[src/dsrm_pkg.sv]
// Package for the dot-star regex matcher.
// Holds pattern character codes, input codes, configuration indexes and the item type.
// No dependencies.
package dsrm_pkg;

  localparam int PAT_CHARS = 16;

  localparam logic [7:0] STAR_CHAR = 8'h2A;
  localparam logic [7:0] DOT_CHAR  = 8'h2E;

  localparam logic FUNC_BEGIN = 1'b0;
  localparam logic FUNC_CHAR  = 1'b1;

  localparam int CFG_INDEX_W = 2;
  localparam int CFG_DATA_W  = 64;

  localparam logic [CFG_INDEX_W-1:0] CFG_PATTERN_LENGTH = 2'd0;
  localparam logic [CFG_INDEX_W-1:0] CFG_PATTERN_LOW    = 2'd1;
  localparam logic [CFG_INDEX_W-1:0] CFG_PATTERN_HIGH   = 2'd2;

  typedef struct packed {
    logic       func;
    logic [7:0] text_char;
  } item_t;

  function automatic logic char_fits(input logic [7:0] pc, input logic [7:0] tc);
    return (pc == DOT_CHAR) || (pc == tc);
  endfunction

endpackage

[src/dot_star_regex_matcher_unit.sv]
// Top level of the dot-star regex matcher: configuration registers, input beat
// register, match row register and result register. Depends on dsrm_pkg and dsrm_row_update.
//
// The block matches the text received since the last begin beat against the whole
// pattern held in configuration, where '.' matches any byte and 'x*' matches zero or
// more of x. It takes one input beat every clock cycle unless in_stall is high and gives
// one result beat for each, via the input beat register and then the result register. The
// rate is set by the match row register, updated by one pass of the row logic per beat.
// There is no clearing pass after reset; configuration writes are always ready.
module dot_star_regex_matcher_unit #(
  parameter int PATTERN_MAX = 16
) (
  input  logic                               clk,
  input  logic                               rst,
  input  logic                               in_valid,
  output logic                               in_stall,
  input  logic                               func,
  input  logic [7:0]                         text_char,
  output logic                               out_valid,
  input  logic                               out_stall,
  output logic                               whole_match,
  input  logic                               cfg_valid,
  output logic                               cfg_ready,
  input  logic [dsrm_pkg::CFG_INDEX_W-1:0]   cfg_index,
  input  logic [dsrm_pkg::CFG_DATA_W-1:0]    cfg_data
);
  import dsrm_pkg::*;

  localparam int IDX_W = $clog2(PATTERN_MAX + 1);

  logic [4:0]           pattern_length;
  logic [63:0]          pattern_low_chars;
  logic [63:0]          pattern_high_chars;
  logic                 s1_valid;
  item_t                s1_item;
  logic [PATTERN_MAX:0] row;
  logic [PATTERN_MAX:0] row_next;
  logic [IDX_W-1:0]     used_len;
  logic                 s1_advance;

  assign cfg_ready  = 1'b1;
  assign s1_advance = s1_valid && (!out_valid || !out_stall);
  assign in_stall   = s1_valid && !s1_advance;

  always_comb begin
    if (32'(pattern_length) > 32'(PATTERN_MAX)) begin
      used_len = IDX_W'(PATTERN_MAX);
    end else begin
      used_len = IDX_W'(pattern_length);
    end
  end

  always_ff @(posedge clk) begin
    if (rst) begin
      pattern_length     <= '0;
      pattern_low_chars  <= '0;
      pattern_high_chars <= '0;
    end else if (cfg_valid && cfg_ready) begin
      case (cfg_index)
        CFG_PATTERN_LENGTH: pattern_length     <= cfg_data[4:0];
        CFG_PATTERN_LOW:    pattern_low_chars  <= cfg_data;
        CFG_PATTERN_HIGH:   pattern_high_chars <= cfg_data;
        default: ;
      endcase
    end
  end

  always_ff @(posedge clk) begin
    if (rst) begin
      s1_valid <= 1'b0;
    end else if (in_valid && !in_stall) begin
      s1_valid <= 1'b1;
    end else if (s1_advance) begin
      s1_valid <= 1'b0;
    end
  end

  always_ff @(posedge clk) begin
    if (in_valid && !in_stall) begin
      s1_item.func      <= func;
      s1_item.text_char <= text_char;
    end
  end

  dsrm_row_update #(
    .PATTERN_MAX (PATTERN_MAX)
  ) u_row_update (
    .pattern_low_chars  (pattern_low_chars),
    .pattern_high_chars (pattern_high_chars),
    .item               (s1_item),
    .row                (row),
    .row_next           (row_next)
  );

  always_ff @(posedge clk) begin
    if (rst) begin
      row <= '0;
    end else if (s1_advance) begin
      row <= row_next;
    end
  end

  always_ff @(posedge clk) begin
    if (rst) begin
      out_valid <= 1'b0;
    end else if (s1_advance) begin
      out_valid <= 1'b1;
    end else if (!out_stall) begin
      out_valid <= 1'b0;
    end
  end

  always_ff @(posedge clk) begin
    if (s1_advance) begin
      whole_match <= row_next[used_len];
    end
  end

endmodule

[src/dsrm_row_update.sv]
// Next-row logic of the prefix match table for one input beat.
// Depends on dsrm_pkg.
module dsrm_row_update #(
  parameter int PATTERN_MAX = 16
) (
  input  logic [63:0]          pattern_low_chars,
  input  logic [63:0]          pattern_high_chars,
  input  dsrm_pkg::item_t      item,
  input  logic [PATTERN_MAX:0] row,
  output logic [PATTERN_MAX:0] row_next
);
  import dsrm_pkg::*;

  logic [7:0] chars [PATTERN_MAX];
  logic       is_begin;

  assign is_begin    = (item.func == FUNC_BEGIN);
  assign row_next[0] = is_begin;

  for (genvar j = 0; j < PATTERN_MAX; j++) begin : g_pos
    if (j < 8) begin : g_low
      assign chars[j] = pattern_low_chars[8*j +: 8];
    end else if (j < PAT_CHARS) begin : g_high
      assign chars[j] = pattern_high_chars[8*(j-8) +: 8];
    end else begin : g_zero
      assign chars[j] = 8'h00;
    end

    if (j == 0) begin : g_first
      assign row_next[1] = !is_begin &&
                           ((chars[0] != STAR_CHAR) ?
                            (row[0] && char_fits(chars[0], item.text_char)) :
                            row_next[0]);
    end else begin : g_rest
      assign row_next[j+1] =
        is_begin ? ((chars[j] == STAR_CHAR) && row_next[j-1]) :
        (chars[j] != STAR_CHAR) ? (row[j] && char_fits(chars[j], item.text_char)) :
        (row_next[j-1] || row_next[j] ||
         (row[j+1] && char_fits(chars[j-1], item.text_char)));
    end
  end

endmodule
[config.mk]
export PLATFORM = sky130hd
export DESIGN_NAME = dot_star_regex_matcher_unit
export DESIGN_NICKNAME = d
export VERILOG_FILES = /design/src/dsrm_pkg.sv /design/src/dot_star_regex_matcher_unit.sv /design/src/dsrm_row_update.sv
export SDC_FILE = /design/constraint.sdc
export NUM_CORES = 1
export LEC_CHECK = 0
export BUFFER_PORTS_ARGS = -buffer_cell sky130_fd_sc_hd__buf_2
export CAP_MARGIN = 10
export CORE_AREA = 2 2 167 169
export CTS_CLUSTER_DIAMETER = 40
export DETAILED_ROUTE_END_ITERATION = 8
export DIE_AREA = 0 0 169 171
export GPL_TIMING_DRIVEN = 0
export PLACE_DENSITY = 0.54
export SLEW_MARGIN = 20
export SYNTH_ARGS = -nofsm -noshare
export SYNTH_HDL_FRONTEND = slang
export SYNTH_SLANG_ARGS = --single-unit
[constraint.sdc]
create_clock -name clk -period 4.19 [get_ports clk]
set_clock_uncertainty 0.1 [all_clocks]
set_input_delay 0.6285 -clock clk [delete_from_list [all_inputs] [get_ports clk]]
set_output_delay 0.6285 -clock clk [all_outputs]
set_load 0.03 [all_outputs]
# Word-level counts from Yosys, hierarchy flattened
# Cells that the tools add are included.
# Widths: inputs -> output; s select.
# totals
word_cells	222
reg_bits	162
# op_classes
muxes	38
n_reduce_logical	106
bitwise	1
n_lt_le_gt_ge	2
n_eq_ne	66
# op_table
operator	n
$eq 8x6->1 const B	31
$eq 8x8->1	16
$ne 8x6->1 const B	16
$logic_and 1x1->1	50
$logic_or 1x1->1	47
$mux 1	36
$lt 5x6->1 const B	1
$reduce_and 2->1	3
$bmux 1 s5	1
$gt 5x5->1 const B	1
$mux 5	1
$logic_not 1->1	4
$eq 2x1->1 const B	1
$eq 2x2->1 const B	1
$logic_not 2->1	1
$ne 2x1->1 const B	1
$reduce_bool 2->1	1
$not 1->1	1

# Logic depth before layout (Yosys ltp)
# Gate-level depths: netlist (run 1).
# depth
ltp_word	67
mapped_depth	16

# Modules after synthesis
# From an unflattened synthesis (run 1), not the netlist that was laid out.
# hier_totals
cells_unflattened	1123
area_unflattened_um2	8822.2
# modules_own_cells
mod	cells_each	area_each_um2	seq_area_each_um2	n_inst
dot_star_regex_matcher_unit	699	5761.8	3343.2	1
dsrm_row_update	424	3060.4	0.0	1

# Worst setup path before layout (run 1)
# OpenSTA, ideal clock, no wires.
# synth_path
path_kind	register -> register
startpoint	register pattern_low_chars[20]
endpoint	register whole_match, data pin
t_arrival_ns	3.257
setup_time_ns	0.271
path_slack_ns	0.561
n_path_buf	0
stages_incl_launch_ff	15
cell_sequence	dfxtp_1 -> or4b_4 -> nor4_4 -> o311a_2 -> a211oi_2 -> o31ai_4 -> nand3_4 -> a2111oi_4 -> o311ai_4 -> o31ai_2 -> o21ai_2 -> o21ai_2 -> a21oi_1 -> o311ai_1 -> o211ai_1
# synth_between
elab_chain_len	59
# synth_lines
item	line_no	rtl
start: declaration	dot_star_regex_matcher_unit.sv:32	logic [63:0] pattern_low_chars;
start signal: assignment	dot_star_regex_matcher_unit.sv:61	CFG_PATTERN_LOW: pattern_low_chars <= cfg_data;
$eq 8x6->1 or $eq 8x8->1 (tied branches)	dsrm_pkg.sv:27	return (pc == DOT_CHAR) || (pc == tc);
$logic_or 1x1->1	dsrm_pkg.sv:27	
$logic_and 1x1->1	dsrm_row_update.sv:37	(chars[j] != STAR_CHAR) ? (row[j] && char_fits(chars[j], item.text_char)) :
$mux 1	dsrm_row_update.sv:37	
$mux 1	dsrm_row_update.sv:36	is_begin ? ((chars[j] == STAR_CHAR) && row_next[j-1]) :
$logic_or 1x1->1 (2 in series)	dsrm_row_update.sv:38	(row_next[j-1] || row_next[j] ||
$mux 1	dsrm_row_update.sv:37	
$mux 1	dsrm_row_update.sv:36	
[... 40 more ...]	n/a	
$logic_or 1x1->1 (2 in series)	dsrm_row_update.sv:38	
$mux 1	dsrm_row_update.sv:37	
$mux 1	dsrm_row_update.sv:36	
$logic_or 1x1->1 (2 in series)	dsrm_row_update.sv:38	
$mux 1	dsrm_row_update.sv:37	
$mux 1	dsrm_row_update.sv:36	
$bmux 1 s5 *	dot_star_regex_matcher_unit.sv:115	whole_match <= row_next[used_len];
$mux 1 (not written as such) *	dot_star_regex_matcher_unit.sv:115	
end signal: assignment	dot_star_regex_matcher_unit.sv:115	
end: declaration	dot_star_regex_matcher_unit.sv:21	output logic whole_match,
# Every way passes the cells marked *; elsewhere a longest branch is shown, timed or not. The select of a mux whose other input is x is not followed.
# A chain may end at the register's enable or synchronous reset.

# Final worst setup path (run 1)
# layout_path
startpoint	register pattern_low_chars[1]
endpoint	register whole_match, data pin
# layout_between
elab_chain_len	67
# layout_lines
item	line_no	rtl
$eq 8x6->1 or $eq 8x8->1 (tied branches)	dsrm_pkg.sv:27	
$logic_or 1x1->1	dsrm_pkg.sv:27	
$logic_and 1x1->1	dsrm_row_update.sv:32	(row[0] && char_fits(chars[0], item.text_char)) :
$mux 1	dsrm_row_update.sv:31	((chars[0] != STAR_CHAR) ?
$logic_and 1x1->1	dsrm_row_update.sv:30	assign row_next[1] = !is_begin &&
$logic_or 1x1->1 (2 in series)	dsrm_row_update.sv:38	
$mux 1	dsrm_row_update.sv:37	
$mux 1	dsrm_row_update.sv:36	
[... 48 more ...]	n/a	
$logic_or 1x1->1 (2 in series)	dsrm_row_update.sv:38	
$mux 1	dsrm_row_update.sv:37	
$mux 1	dsrm_row_update.sv:36	
$logic_or 1x1->1 (2 in series)	dsrm_row_update.sv:38	
$mux 1	dsrm_row_update.sv:37	
$mux 1	dsrm_row_update.sv:36	
$bmux 1 s5 *	dot_star_regex_matcher_unit.sv:115	
$mux 1 (not written as such) *	dot_star_regex_matcher_unit.sv:115	
# Marked as above.

==> out/results.tsv, run 1 <==
metric	value	unit
synth.largest_area_cell	dfxtp_1	
netlist_area	8596	µm²
dr.pass1.iters	5	
drc_errors	0	
placed_area	9437	µm²
ir_drop	0.0002508	V
die-area	28900	µm²
period_needed	4.018	ns
initial_utilization	31.46	%
critical_path_class	flop to flop	
synth_cells	1103	
ys_types	75	
numCtsBuffers	17	
synth_edf_count	10	
die_y	171	µm
yosys.area.top_type_share	35.40	%
synth-seq-area-share	38.89	%
routabilityCongestion	0.8644	
syn-num-nets	1183	
ctsHoldBuffers	0	
clk_pin_slew	0.07	ns
synthFlopType	dfxtp_1	
ys_warn_count	0	
finish.utilization	37.26	%
cts_root_buf	clkbuf_16	
clock_latency	0.43	ns
grt_start_max_net_pins	17	
ant_nets	0	
worstMarginPinSlew	0.9042	ns
seq_area	3346	µm²
fin_ws	0.1720	ns
grtUsageTotal	19.40	%
portBuffers	81	
min_period_over_period	95.90	%
fin_area	10180	µm²
synth_seq_cells	162	
critPathCaptureType	flop	
required	4.26	ns
clockBufferDepth	2	
multi_input_area	4957	µm²
synthTopCellsByArea	dfxtp_1 35%, nand2_1 14%, xnor2_1 11%	
dp_hpwl	20.36	mm
die-width	169	µm
async_flop_share	0	%
wl_per_cell	17.68	µm
grt_first_pass_wirelength	43.09	mm
first_iter_violations	532	
hp-class	primary input to flop	
avgSynthCellArea	7.793	µm²
antennaDiodeCount	0	
dr_total_vias	8099	
grt_overflow_total	0	
coreArea	27320	µm²
drv_cap	0	
hold_violations	0	
powerDensity	350.3	nW/µm²
h-tree-depth	4	
drive_gt1_share	14.90	%
pin_count	84	
rows	61	
leakagePower	3.407	nW
antenna_found_initial	0	
finalMaxSlewViolations	0	
via_per_inst	5.145	
status	completed	
cts_sinks	162	
slew-limit-headroom	39.72	%
max_freq	0.2489	GHz
tritoncts	done	
finalSetupViolations	0	
fillers	2901	
startpoint_type	flop	
pre_cts_ws	-0.1618	ns
final_nets	1296	
critPathMaxFanout	4	
routed_wl	27.83	mm
arrival	4.09	ns
grt_pass1_vias	7690	
synthToLayoutAreaGrowth	18.44	%
## final cells by class
type	count	share of cell area (%)
Buffer	69	3.257
Clock buffer	22	4.559
Clock inverter	9	0.8480
Inverter	16	0.5899
Multi-Input combinational cell	856	48.69
Sequential cell	162	32.86
Tap cell	346	4.252
Timing Repair Buffer	94	4.940
## cells in the mapped netlist (6+ instances only)
library cell and instances:
buf_2 17, dfxtp_1 152, xnor2_1 104, nand2_1 316, nand4b_1 7, a21oi_1 155, nor4_1 10, mux2i_1 6
o21ai_0 27, inv_1 16, nor4b_1 8, nand3_1 11, edfxtp_1 10, nor3_1 10, clkbuf_1 47, nand4_1 26
nor2_1 48, xor2_1 24, nand2b_1 6, a21o_1 6
## per-layer routing
layer  part of all wire, %  vias up  wire, µm  global-route usage (%)
met3                   4.7       37      1303                   3.077
met2                    46      222     12880                   31.25
met1                    47     3866     13140                   26.64
met4                   1.8        0       504                   6.169
met5                     0        -         0                       0
li1                      -     3974         -                       -
## critical path, cell delays in order (launching register included)
cell       delay, ns
dfxtp_1         0.43
nor4bb_4        0.41
a31oi_1         0.16
a2bb2oi_1       0.19
o311a_4         0.18
o31ai_4         0.37
a31oi_4         0.17
a2111oi_4       0.45
o311ai_4        0.15
o31ai_2         0.27
o21ai_2         0.14
o21ai_2         0.27
a21oi_2         0.08
o311ai_1        0.27
o211ai_1        0.12
## cell families (layout without fill, tap and decap cells)
logic type	after synthesis	after routing	share of synthesized area [%]
AND/OR/NAND/NOR	480	480	26.13
AO/OA/AOI/OAI	241	241	16.84
flip-flops	162	162	38.89
XOR/XNOR	128	128	13.04
buffers and inverters	85	210	4.352
multiplexers	6	6	0.6987
other	1	1	0.04363
## final timing paths
kind	to	slack, ns	cells past startpoint	startpoint
worst max-delay path	whole_match	0.17	14	pattern_low_chars[1]
worst min-delay path	s1_item[8]	0.27	1	func
worst min register to register	pattern_low_chars[22]	0.38	2	pattern_low_chars[22]
worst max register to register	whole_match	0.17	14	pattern_low_chars[1]
## cell usage in the layout, fill, tap and decap left out, types with 3 or more instances in the layout
cell / Yosys / final
nand2_1: 316 / 316
a21oi_1: 155 / 154
dfxtp_1: 152 / 150
xnor2_1: 104 / 104
buf_2: 17 / 91
clkbuf_1: 47 / 50
nor2_1: 48 / 46
nand4_1: 26 / 26
o21ai_0: 27 / 26
xor2_1: 24 / 24
buf_4: 1 / 19
clkbuf_16: 0 / 17
inv_1: 16 / 16
nand3_1: 11 / 11
nor4_1: 10 / 10
nor3_1: 10 / 10
edfxtp_1: 10 / 10
nor4b_1: 8 / 8
nand4b_1: 7 / 7
a21o_1: 6 / 6
nand2b_1: 6 / 6
mux2i_1: 6 / 6
clkbuf_8: 3 / 5
a21boi_0: 5 / 5
o211ai_1: 5 / 5
a211oi_1: 5 / 5
nor2b_1: 3 / 3
o22ai_1: 3 / 3
nor4_4: 2 / 3
or4b_2: 3 / 3
nor3b_1: 3 / 3
o21a_1: 3 / 3
o21ai_1: 2 / 3
and4b_1: 3 / 3
o21ai_2: 3 / 3
nand3b_1: 3 / 3
clkinv_4: 0 / 3
clkinv_2: 0 / 3
## repair_timing
action / CTS / global route
gates resized for setup: 3 / 22
buffers inserted: 3 / 10
pin swaps: 2 / 16
endpoints found under the setup margin: 1 / 2
## registers in the layout (all words and copies together), names as in the netlist
name                flops
s1_valid                1
out_valid               1
pattern_length          5
pattern_low_chars      64
row                    17
s1_item                 9
whole_match             1
pattern_high_chars     64
## per-stage QoR
step	total power [mW]	hold slack (ns)	setup TNS, ns	std cells
after floorplan	1.931	0.3420	0	1103
after CTS	3.584	0.2573	0	1564
after detailed placement	2.086	0.3643	-0.1618	1530
after global placement	2.082	0.3622	-0.1692	1530
final	3.566	0.2684	0	1574
after global routing	3.698	0.2572	-0.04342	1574
## power breakdown
group / switching (mW) / internal, mW / leakage [nW]
logic: 0.239 / 0.157 / 1.81
clock network: 0.663 / 0.846 / 0.266
registers: 0.0522 / 1.61 / 1.33
(Power assumes the default switching activity.)
==> run 2: changes to the inputs <==
Settings changed: ABC_AREA from default to 1, CORE_AREA 2 2 167 169 to 2 2 166 168, DIE_AREA 0 0 169 171 to 0 0 168 170.
==> run 2 against run 1 <==
Cell area grew 0.33%. Sequential cell count is the same. Total power grew 6.7%. Critical endpoint unchanged. Worst hold slack lost 0.0088 ns. Sequential power grew 3%. Synthesized cell count grew 8.5%. First-iteration DRC count grew 27%. Fmax shrank 0.26%.
==> out/results.tsv, run 2 <==
metric	value	unit	change
r2r-start	s1_item[1]		
min_to	s1_item[0]		
period_needed	4.029	ns	+0.01050 ns
clockBufferDepth	2		unchanged
muxShareOfSynthArea	0	%	-0.70 points
first_iter_violations	677		+27%
timing.rr.end	whole_match		
worstMarginPinSlew	1.234	ns	+0.3293 ns
path_delay_family	simple AND/OR/NAND/NOR gates		
yosysMostFrequentCell	nor2_1		
synth-seq-area-share	39.66	%	+0.76 points
slowest_stage	edfxtp_1		
reg_top3	pattern_high_chars x64, pattern_low_chars x64, row x17		
synth_edf_count	10		unchanged
arrival	4.12	ns	+0.03 ns
pre_cts_ws	0.1053	ns	+0.2672 ns
via_per_inst	5.010		-2.6%
cts_sinks	162		unchanged
hp-class	primary input to flop		
die-width	168	µm	-0.59%
slew-limit-headroom	16.69	%	-23 points
critical_path_class	flop to flop		
final_nets	1401		+8.1%
leakagePower	4.075	nW	+20%
hold_depth	1		unchanged
finalMaxSlewViolations	0		unchanged
numCtsBuffers	17		unchanged
coreArea	26650	µm²	-2.5%
die_y	170	µm	-0.58%
ys_types	34		-55%
ant_nets	0		unchanged
dr_total_vias	8386		+3.5%
synthFlopType	dfxtp_1		
r2r.worst_path.cells	38		+24
final_cells	1674		+6.4%
critPathMaxFanout	10		+6
max_freq	0.2482	GHz	-0.26%
fillers	2849		-1.8%
clock_latency	0.44	ns	about the same
ys_warn_count	0		unchanged
critPathBufInv	3		+3
grt_start_max_net_pins	17		unchanged
startpoint	s1_item[1]		
yosys.area.top_type_share	36.09	%	+0.69 points
initial_utilization	31.63	%	+0.17 points
synth.largest_area_cell	dfxtp_1		
final_cell_mix	207 x nor2_1, 164 x o21ai_0, 152 x dfxtp_1		
grt_overflow_total	0		unchanged
critPathCaptureType	flop		
dp_hpwl	22.15	mm	+8.8%
finalPower	3.805	mW	+6.7%
tritoncts	done		
h-tree-depth	4		unchanged
drc_errors	0		unchanged
antenna_found_initial	0		unchanged
synthTopCellsByArea	dfxtp_1 36%, o21ai_0 9.7%, nor2_1 9.4%		
synth_simple_gate_area_share	25.08	%	-1.0 points
clk_pin_slew	0.07	ns	about the same
grt_first_pass_wirelength	45.35	mm	+5.3%
status	completed		
rows	60		-1.6%
sw_frac_of_total	28.33	%	+1.6 points
synth_fa_ha_area_share	0	%	unchanged
wl_per_cell	18.15	µm	+2.7%
cts_root_buf	clkbuf_16		
whs	0.2597	ns	-0.008753 ns
synthToLayoutAreaGrowth	21.16	%	
syn-num-nets	1277		+7.9%
grt_setup_unrepaired	yes		
power.clock.fraction	41.9	%	-0.4 points
grtUsageTotal	21.15	%	+1.7 points
powerDensity	372.5	nW/µm²	+6.3%
mostFrequentLayoutCell	nor2_1		
portBuffers	81		unchanged
die-area	28560	µm²	-1.2%
reg2reg_setup_slack	0.16	ns	about the same
pin_count	84		unchanged
ir_drop	0.0002003	V	-20%
synth_seq_cells	162		unchanged
internal_power	2.727	mW	+4.4%
min_from	text_char[0]		
antennaDiodeCount	0		unchanged
required	4.28	ns	+0.02 ns
min_period_over_period	96.15	%	+0.25 points
dr.pass1.iters	5		unchanged
async_flop_share	0	%	unchanged
synth_cells	1197		+8.5%
seqPwrFrac	45.0	%	-1.6 points
place_inst	1619		+5.8%
cp_common_cell	nand2_2		
max_stage_delay	0.39	ns	-0.06 ns
hold_violations	0		unchanged
finish.utilization	38.33	%	+1.1 points
synth_xor_area_share	9.454	%	-3.6 points
routed_wl	30.39	mm	+9.2%
avgSynthCellArea	7.043	µm²	-9.6%
drive_gt1_share	16.73	%	+1.8 points
netlist_area	8431	µm²	-1.9%
fin_ws	0.1615	ns	-0.01050 ns
drv_cap	0		unchanged
synthTopCellsByCount	211 x nor2_1, 164 x o21ai_0, 158 x nand2_1		
finalSetupViolations	0		unchanged
startpoint_type	flop		
grt_pass1_vias	7876		+2.4%
synth_top_family_by_area	simple AND/OR/NAND/NOR gates		
routabilityCongestion	0.9258		+7.1%
synth_compound_area_share	17.60	%	+0.76 points
switchingPower	1.078	mW	+13%
p_comb_share	13.1	%	+2.0 points
-- run 2: cell families (layout without fill, tap and decap cells) --
group,Yosys count,after routing
flip-flops,162,162
XOR/XNOR,91,91
AND/OR/NAND/NOR,491,491
AO/OA/AOI/OAI,284,284
other,1,1
buffers and inverters,168,304
-- run 2: final cells by class --
type,count,area (µm²),share of cell area [%]
Multi-Input combinational cell,867,4563,44.67
Timing Repair Buffer,105,593.1,5.806
Inverter,103,392.9,3.846
Clock inverter,11,127.6,1.249
Tap cell,341,426.7,4.177
Buffer,65,321.6,3.148
Sequential cell,162,3343,32.73
Clock buffer,20,446.7,4.373
-- run 2: per-stage QoR --
stage	cell area [µm²]	TNS, ns
final	10210	0
after global routing	10210	-0.2580
after CTS	9837	0
after detailed placement	9263	0
after global placement	9263	0
after floorplan	8431	0
-- run 2: worst max-delay path by stage --
stage | endpoint | slack (ns) | cells past startpoint
global placement | whole_match | 0.12 | 33
detailed placement | whole_match | 0.11 | 33
global route | whole_match | -0.16 | 41
floorplan | whole_match | 0.86 | 40
CTS | whole_match | 0.08 | 33
finish | whole_match | 0.16 | 38
-- run 2: per-layer routing --
| layer | vias to the layer above | track usage [%] | share of wire, % |
|---|---|---|---|
| met5 | - | 0 | 0 |
| met4 | 0 | 7.675 | 2.2 |
| met3 | 48 | 4.209 | 6.5 |
| met2 | 273 | 35.00 | 46 |
| met1 | 3893 | 27.40 | 45 |
| li1 | 4172 | - | - |
-- run 2: repair_timing --
action | 4_1_cts | 5_1_grt
setup buffers | 0 | 24
hold buffers | 0 | 0
resized for setup | 0 | 51
setup endpoints to repair | 0 | 4
-- run 2: power groups by stage --
stage	Clock, mW	Sequential [mW]	Combinational, mW
2_1_floorplan	0	1.73	0.309
3_3_place_gp	0	1.74	0.474
3_5_place_dp	0	1.74	0.480
4_1_cts	1.62	1.71	0.482
5_1_grt	1.68	1.72	0.553
6_report	1.60	1.71	0.498
